**config.mk**
```make
export PLATFORM = sky130hd
export DESIGN_NAME = vsfm_ctrl
export DESIGN_NICKNAME = d
export VERILOG_FILES = /design/src/sv/vsfm_pkg.sv /design/src/sv/vsfm_ctrl.sv
export SDC_FILE = /design/constraint.sdc
export NUM_CORES = 1
export LEC_CHECK = 0
export ABC_AREA = 1
export BUFFER_PORTS_ARGS = -buffer_cell sky130_fd_sc_hd__buf_4
export CAP_MARGIN = 10
export CORE_AREA = 2 2 39 41
export DETAILED_ROUTE_END_ITERATION = 6
export DIE_AREA = 0 0 41 43
export GPL_TIMING_DRIVEN = 0
export PLACE_DENSITY = 0.54
export SLEW_MARGIN = 15
export SYNTH_ARGS = -nofsm -noshare
export SYNTH_HDL_FRONTEND = slang
export SYNTH_SLANG_ARGS = --single-unit
export TNS_END_PERCENT = 20
```
**constraint.sdc**
```tcl
create_clock -name clk -period 3 [get_ports clk]
set_clock_uncertainty 0.2 [all_clocks]
set_input_delay 0.6 -clock clk [delete_from_list [all_inputs] [get_ports clk]]
set_output_delay 0.6 -clock clk [all_outputs]
set_load 0.02 [all_outputs]
```
**src/sv/vsfm_pkg.sv**
```systemverilog
// ----------------------------------------------------------------------------
// vsfm_pkg
// Shared codes, tables and controller/datapath types for the voxel mesher.
// ----------------------------------------------------------------------------
package vsfm_pkg;

  localparam logic [2:0] OP_WRITE_BOTH = 3'd0;
  localparam logic [2:0] OP_WRITE_ID   = 3'd1;
  localparam logic [2:0] OP_WRITE_META = 3'd2;
  localparam logic [2:0] OP_READ       = 3'd3;
  localparam logic [2:0] OP_MESH_START = 3'd4;
  localparam logic [2:0] OP_MESH_CELL  = 3'd5;

  localparam logic [1:0] CFG_SIZE_X = 2'd0;
  localparam logic [1:0] CFG_SIZE_Y = 2'd1;
  localparam logic [1:0] CFG_SIZE_Z = 2'd2;

  localparam logic [2:0] FACE_LAST = 3'd5;

  // corner offset bits: [2] x, [1] y, [0] z
  localparam logic [2:0] CORNER_POS [8] = '{
    3'b111, 3'b011, 3'b001, 3'b101, 3'b010, 3'b110, 3'b100, 3'b000
  };

  localparam logic [2:0] FACE_CORNERS [6][4] = '{
    '{3'd0, 3'd1, 3'd2, 3'd3}, '{3'd5, 3'd0, 3'd3, 3'd6},
    '{3'd4, 3'd5, 3'd6, 3'd7}, '{3'd1, 3'd4, 3'd7, 3'd2},
    '{3'd5, 3'd4, 3'd1, 3'd0}, '{3'd3, 3'd2, 3'd7, 3'd6}
  };

  localparam logic signed [1:0] STEP_X [6] = '{2'sd0, 2'sd1, 2'sd0, -2'sd1, 2'sd0, 2'sd0};
  localparam logic signed [1:0] STEP_Y [6] = '{2'sd0, 2'sd0, 2'sd0, 2'sd0, 2'sd1, -2'sd1};
  localparam logic signed [1:0] STEP_Z [6] = '{2'sd1, 2'sd0, -2'sd1, 2'sd0, 2'sd0, 2'sd0};

  typedef enum logic [2:0] {
    S_CLEAR,
    S_IDLE,
    S_CTR_RD,
    S_CTR_CHK,
    S_NB_RD,
    S_NB_CHK,
    S_EMIT
  } state_t;

  typedef struct packed {
    logic in_ready;
    logic clr_step;
    logic rd_center;
    logic rd_nb;
    logic wr_en;
    logic vcnt_clr;
    logic mask_cap;
    logic face_clr;
    logic face_inc;
    logic corner_inc;
    logic load_rd;
    logic load_vtx;
  } dp_cmd_t;

  typedef struct packed {
    logic       clear_done;
    logic       in_fire;
    logic [2:0] opcode;
    logic       ctr_id_nz;
    logic       face_hit;
    logic       face_last;
    logic       corner_last;
    logic       rest_empty;
    logic       out_free;
  } dp_sts_t;

endpackage

```
**src/sv/vsfm_ctrl.sv**
```systemverilog
// ----------------------------------------------------------------------------
// vsfm_ctrl
// Sequencer: store clear, command decode, neighbor scan and vertex emission.
// ----------------------------------------------------------------------------
module vsfm_ctrl import vsfm_pkg::*; (
  input  logic    clk,
  input  logic    rst_n,
  input  dp_sts_t sts,
  output dp_cmd_t cmd
);

  state_t state_r, state_nxt;

  always_ff @(posedge clk) begin
    if (!rst_n) begin
      state_r <= S_CLEAR;
    end else begin
      state_r <= state_nxt;
    end
  end

  always_comb begin
    state_nxt = state_r;
    cmd       = '0;
    unique case (state_r)
      S_CLEAR: begin
        if (sts.clear_done) begin
          state_nxt = S_IDLE;
        end else begin
          cmd.clr_step = 1'b1;
        end
      end
      S_IDLE: begin
        cmd.in_ready = 1'b1;
        if (sts.in_fire) state_nxt = S_CTR_RD;
      end
      S_CTR_RD: begin
        cmd.rd_center = 1'b1;
        state_nxt     = S_CTR_CHK;
      end
      S_CTR_CHK: begin
        state_nxt = S_IDLE;
        unique case (sts.opcode)
          OP_WRITE_BOTH, OP_WRITE_ID, OP_WRITE_META: cmd.wr_en = 1'b1;
          OP_READ: begin
            if (sts.out_free) begin
              cmd.load_rd = 1'b1;
            end else begin
              state_nxt = S_CTR_CHK;
            end
          end
          OP_MESH_START: cmd.vcnt_clr = 1'b1;
          OP_MESH_CELL: begin
            if (sts.ctr_id_nz) begin
              cmd.face_clr = 1'b1;
              state_nxt    = S_NB_RD;
            end
          end
          default: state_nxt = S_IDLE;
        endcase
      end
      S_NB_RD: begin
        cmd.rd_nb = 1'b1;
        state_nxt = S_NB_CHK;
      end
      S_NB_CHK: begin
        cmd.mask_cap = 1'b1;
        if (sts.face_last) begin
          cmd.face_clr = 1'b1;
          state_nxt    = S_EMIT;
        end else begin
          cmd.face_inc = 1'b1;
          state_nxt    = S_NB_RD;
        end
      end
      S_EMIT: begin
        if (!sts.face_hit) begin
          if (sts.face_last) begin
            state_nxt = S_IDLE;
          end else begin
            cmd.face_inc = 1'b1;
          end
        end else if (sts.out_free) begin
          cmd.load_vtx   = 1'b1;
          cmd.corner_inc = 1'b1;
          if (sts.corner_last) begin
            if (sts.face_last || sts.rest_empty) begin
              state_nxt = S_IDLE;
            end else begin
              cmd.face_inc = 1'b1;
            end
          end
        end
      end
      default: state_nxt = S_CLEAR;
    endcase
  end

endmodule

```
== Yosys cells after proc, flatten, opt, wreduce, memory -nomap -nowiden ==
Index checks and enable logic that the tools add are counted.

* Eq/ne operators: 17
* Mux-type cells: 38
* Reductions and logical operators: 5

{| class="wikitable"
|+ Operators with widths
! cell !! number
|-
| $mux W3 || 8
|-
| $mux W1 || 22
|-
| $pmux W3 S7 || 1
|-
| $eq A3 B3 Y1 const B || 5
|-
| $eq A3 B2 Y1 const B || 4
|-
| $ne A3 B3 Y1 const B || 4
|-
| $mux W2 || 4
|-
| $eq A3 B1 Y1 const B || 2
|-
| $logic_not A3 Y1 || 2
|-
| $pmux W3 S2 || 1
|-
| $reduce_and A6 Y1 || 1
|-
| $ne A2 B2 Y1 const B || 2
|-
| $pmux W1 S2 || 2
|-
| $reduce_or A3 Y1 || 1
|-
| $logic_or A1 B1 Y1 || 1
|}

* Word-level logic and storage cells: 61
* Flip-flop bits (word level): 3
* Output and inout bits: 12

== Longest topological paths before layout ==
Gate-level depths: netlist of the first run.

* Depth after elaboration: 6
* Depth in mapped cells: 9
* Mapped depth without buffers: 9

== Least setup slack after synthesis of the first run ==
Ideal clock, no wire load.

* Path kind: register -> output
* Start: register state_r[0]
* End: output cmd[3] in the netlist's numbering
* Setup slack: 796 ps
* Cell stages (with the launch flop): 6
* Arrival: 1404 ps
* Required time: 2200 ps
* Cell sequence: dfxtp_1 > buf_2 > inv_1 > nor3_1 > nand2_1 > o311ai_1

{| class="wikitable"
|+ RTL lines
! item !! RTL line !! source
|-
| start: declaration || vsfm_ctrl.sv:12 || <nowiki>state_t state_r, state_nxt;</nowiki>
|-
| start signal: assignment || vsfm_ctrl.sv:18 || <nowiki>state_r <= state_nxt;</nowiki>
|-
| end: declaration || vsfm_ctrl.sv:9 || <nowiki>output dp_cmd_t cmd</nowiki>
|}

==> results of run 1 <==
## power by group through the flow
stage	Sequential, mW	Clock [mW]	Combinational [mW]
6_report	0.0773	0.0700	0.283
5_1_grt	0.0804	0.0801	0.318
4_1_cts	0.0775	0.0750	0.287
3_5_place_dp	0.0781	0	0.286
3_3_place_gp	0.0782	0	0.287
2_1_floorplan	0.0733	0	0.201
## worst min-delay path by stage
stage	from	to	slack, ps	depth (start not counted)
floorplan	state_r[1]	state_r[2]	410	5
global placement	state_r[0]	state_r[0]	450	3
detailed placement	state_r[0]	state_r[0]	450	3
CTS	rst_n	state_r[0]	400	3
global route	rst_n	state_r[0]	410	3
finish	rst_n	state_r[0]	410	3
## layer usage
layer	vias to the layer above	track usage, %	wire length, um
met1	194	13.0	447
met4	0	12.0	10
met5	-	0	0
met3	2	3.66	80
met2	17	16.3	429
li1	273	-	-
## synth_stat cells (all sizes together)
master / instances / area (um2)
nor3: 2 / 10.0
a21oi: 2 / 10.0
nor4: 2 / 12.5
o311ai: 1 / 8.76
o21ai: 1 / 5.00
inv: 14 / 52.6
nand4: 2 / 12.5
nand3: 4 / 25.0
dfxtp: 3 / 60.1
nand2: 22 / 87.6
buf: 2 / 12.5
nor2: 16 / 70.1
## critical path, delay by kind of cell (launching register included)
family / cells / cell delay, ps
buf+inv: 1 / 190
compound gates: 1 / 240
flops: 1 / 450
simple gates: 3 / 320
## cell type report
class	count	area (um2)
plain buffers	2	12.5
clock buffers	4	26.3
fillers	160	791
inverters	14	52.6
multi-input cells	52	241
flip-flops and latches	3	60.1
well taps	16	20.0
repair buffers	24	180
## cell families after synthesis
kind of cell           Yosys count  synth area share, %
and+or+nand+nor                 48                 59.4
DFF                              3                 16.4
buffers and inverters           16                 17.7
AOI/OAI and AO/OA                4                 6.48
## stage by stage
stage | hold slack [ps] | instances | total power [mW] | utilization, %
final | 406 | 115 | 0.430 | 42.9
after global routing | 408 | 115 | 0.478 | 42.9
after CTS | 402 | 115 | 0.439 | 42.9
after detailed placement | 447 | 111 | 0.364 | 41.0
after global placement | 451 | 111 | 0.366 | 41.0
after floorplan | 413 | 71 | 0.275 | -
==> flow_summary_export.csv, run 1 <==
group,metric,value,unit
sta,rsz0062_at_grt,"no",
sta,period_needed,2230,ps
sta,report.final.slew_viol_count,0,
floorplanning,initial_core_util,26.5,%
worst_setup_path,critical-path-max-stage-delay,450,ps
power,p_sw,0.213,mW
clock_tree,ctsResizeCount,0,
worst_setup_path,end_kind,"output port",
placement,gp_congestion,0.728,
detailed_routing,ant_nets,0,
yosys,synth_area,367,um2
finish,regMostFlops,"state_r",
power,p_sw_share,49.4,%
placement,port_buffers,24,
yosys,ys_seq_elements,3,
global_routing,grt_pass1_wl,1.36,mm
clock_tree,cts.sinks,3,
sta,setup_ws,771,ps
sta,setup_tns,0,ps
power,power.density,725,nW/um2
clock_tree,htreeDepth,1,
worst_setup_path,cp.required,2200,ps
finish,largest_register_ffs,3,
yosys,synth_cells,71,
floorplanning,row_count,14,
clock_tree,worstSkewPairLatency,230,ps
global_routing,grt_pass1_vias,375,
power,clkPwrFrac,16.3,%
floorplanning,io_pins,25,
clock_tree,post_cts_buffers,0,
finish,antenna_cells,0,
detailed_routing,avgRoutedWirePerCell,8.41,um
flow_run,cap_violations,0,
power,seq_power_share,18.0,%
finish,area_growth,61.8,%
detailed_routing,via_count,486,
worst_setup_path,crit_arrival,1430,ps
worst_setup_path,crit_end,"cmd[3]",
sta,fmax,449,MHz
finish,layout_commonest_cell,"buf_4",
outcome,run_status,"complete, no violations",
detailed_routing,remaining_drc_errors,0,
worst_setup_path,crit_path_start_kind,"flop",
yosys,synth_cell_types,17,
power,combPwrFrac,65.7,%
floorplanning,die_x,41,um
clock_tree,hold_buffers,0,
worst_setup_path,reg2reg_to,"state_r[1]",
detailed_routing,drt_wl_total,967,um
worst_setup_path,crit_slowest_cell,"dfxtp_1",
global_routing,grt_max_degree,9,
global_routing,gr-total-overflow,0,
global_routing,antenna_found_initial,0,
yosys,yosysWarningCount,0,
sta,setup_violations,0,
power,ir_drop,0.000459,V
worst_setup_path,cpMostUsedCell,"nand2_1",
clock_tree,cts_tree,"yes",
worst_setup_path,cp_max_fo,6,
finish,top_regs,"state_r: 3 flops",
sta,fin_crit_sh,74.3,%
placement,dpl_cell_area,567,um2
power,leakage,0.357,nW
worst_setup_path,r2r_slack,1590,ps
floorplanning,core,1380,um2
global_routing,track_usage,11.8,%
finish,final_area,593,um2
sta,slew_headroom,83.7,%
placement,pre_cts_ws,881,ps
yosys,syn_avg_cell_area,5.16,um2
clock_tree,cts_buffers,3,
sta,hold_viol,0,
worst_setup_path,crit_chain,"nand2_1 > nor2_2 > nand2_1 > o311ai_1 > buf_4",
finish,fin_nets,113,
worst_hold_path,hp-class,"input pin to flop",
clock_tree,clock-root-buffer,"clkbuf_4",
worst_setup_path,path_class,"flop to output port",
finish,most-common-layout-cells,"buf_4, nand2_1, nor2_1",
yosys,synth_nets,84,
placement,dp_hpwl,802,um
worst_setup_path,worstSetupStartpoint,"state_r[2]",
finish,drive_above_1_share,39.4,%
detailed_routing,drt_iter0_markers,7,
detailed_routing,vias_per_cell,4.23,
detailed_routing,drtPass1Iterations,4,
worst_setup_path,r2r_cells,9,
clock_tree,cts.path.max_buffers,2,
floorplanning,die_area,1760,um2
worst_setup_path,rr_startpoint,"state_r[2]",
floorplanning,fp.dieH,43,um
yosys,synth.yosys.seq_area_share,16.4,%
sta,tightest_slew,240,ps
power,p_int,0.218,mW
clock_tree,path_clk_slew,30,ps
Power figures use the tool's default switching activity.
==> run 2, diff against run 1 <==
clock period = 2.12 ns   (was 3 ns; I/O delays follow)
==> flow_summary_export.csv, run 2 (synthesized netlist as in run 1, its figures left out) <==
group,metric,value,unit
outcome,run_status,"complete, no violations",
detailed_routing,drt_wl_total,962,um
finish,fin_nets,113,
global_routing,grt_pass1_wl,1.36,mm
sta,period_needed,2000,ps
flow_run,cap_violations,0,
power,ir_drop,0.000658,V
floorplanning,die_x,41,um
worst_setup_path,crit_arrival,1380,ps
finish,regMostFlops,"state_r",
floorplanning,io_pins,25,
floorplanning,core,1380,um2
clock_tree,clock-root-buffer,"clkbuf_4",
finish,top_regs,"state_r: 3 flops",
placement,gp_congestion,0.728,
placement,port_buffers,24,
power,combPwrFrac,65.6,%
power,power.density,1020,nW/um2
power,seq_power_share,18.3,%
power,p_sw_share,49.3,%
worst_setup_path,cp_max_fo,5,
sta,fmax,500,MHz
detailed_routing,ant_nets,0,
sta,tightest_slew,240,ps
sta,setup_tns,0,ps
global_routing,grt_max_degree,9,
power,clkPwrFrac,16.2,%
clock_tree,cts_tree,"yes",
sta,setup_violations,0,
clock_tree,path_clk_slew,40,ps
detailed_routing,drt_iter0_markers,8,
power,p_sw,0.303,mW
floorplanning,row_count,14,
power,p_int,0.311,mW
placement,dp_hpwl,802,um
worst_setup_path,r2r_slack,770,ps
sta,slew_headroom,83.7,%
clock_tree,cts.path.max_buffers,2,
finish,fill_cells,159,
global_routing,track_usage,11.8,%
floorplanning,fp.dieH,43,um
sta,rsz0062_at_grt,"no",
worst_setup_path,path_class,"flop to output port",
floorplanning,initial_core_util,26.5,%
detailed_routing,avgRoutedWirePerCell,8.37,um
clock_tree,htreeDepth,1,
global_routing,grt_pass1_vias,375,
clock_tree,cts.sinks,3,
finish,most-common-layout-cells,"buf_4, nand2_1, nor2_1",
sta,report.final.slew_viol_count,0,
worst_setup_path,end_kind,"output port",
clock_tree,hold_buffers,0,
floorplanning,die_area,1760,um2
sta,hold_viol,0,
worst_hold_path,hp-class,"input pin to flop",
detailed_routing,remaining_drc_errors,0,
finish,largest_register_ffs,3,
global_routing,antenna_found_initial,0,
worst_setup_path,cp.required,1500,ps
finish,antenna_cells,0,
finish,area_growth,63.5,%
power,leakage,0.358,nW
sta,fin_crit_sh,94.4,%
detailed_routing,via_count,489,
clock_tree,cts_buffers,3,
finish,layout_commonest_cell,"buf_4",
global_routing,gr-total-overflow,0,
worst_setup_path,crit_path_start_kind,"flop",
detailed_routing,drtPass1Iterations,4,
detailed_routing,vias_per_cell,4.25,
clock_tree,worstSkewPairLatency,230,ps
finish,drive_above_1_share,41.4,%
sta,hold_ws,231,ps
finish,seq_area,61.3,um2
finish,multiInputGateArea,246,um2
run 2: cell counts in the layout (fill, tap and decap cells not counted):
No cell type changed its count.
run 2: layout make-up:
type / count / share of cell area (%)
flip-flops and latches: 3 / 10.2
inverters: 14 / 8.77
plain buffers: 2 / 2.09
multi-input cells: 52 / 41.1
repair buffers: 24 / 30.1
clock buffers: 4 / 4.38
well taps: 16 / 3.34
run 2: power by group through the flow:
stage / Combinational [mW] / Sequential [mW] / Clock (mW)
final: 0.402 / 0.112 / 0.0991
after global routing: 0.454 / 0.117 / 0.113
after global placement: 0.407 / 0.111 / 0
after CTS: 0.406 / 0.110 / 0.106
after floorplan: 0.285 / 0.104 / 0
after detailed placement: 0.405 / 0.110 / 0
run 2: worst max-delay path: stages (launching register included):
cell      delay, ps
dfxtp_1         410
nand2_1          90
nor2_2          130
nand2_1          90
o311ai_1        240
buf_4           190
run 2: final timing paths:
path | start | end | cells after the start
min | rst_n | state_r[0] | 3
min reg2reg | state_r[2] | state_r[2] | 4
max reg2reg | state_r[1] | state_r[1] | 9
max | state_r[1] | cmd[3] | 5
run 2: repair_timing:
action,in CTS,in global routing
endpoints found under the setup margin,0,1
resized for setup,0,2
buffers inserted,0,0
run 2: metal layers:
| layer | wire length [um] | up-vias | track usage, % |
|---|---|---|---|
| met3 | 80 | 2 | 3.66 |
| met2 | 435 | 17 | 16.3 |
| met1 | 436 | 195 | 13.0 |
| li1 | - | 275 | - |
| met4 | 10 | 0 | 12.0 |
| met5 | 0 | - | 0 |
run 2: stage by stage:
stage	total power [mW]	worst slack, ps	cells	utilization (%)	area, um2
CTS	0.622	48.9	115	42.9	593
finish	0.614	119	115	43.3	599
detailed placement	0.515	299	111	41.0	567
floorplan	0.389	91.6	71	-	367
global placement	0.518	269	111	41.0	567
global route	0.685	23.5	115	43.3	599
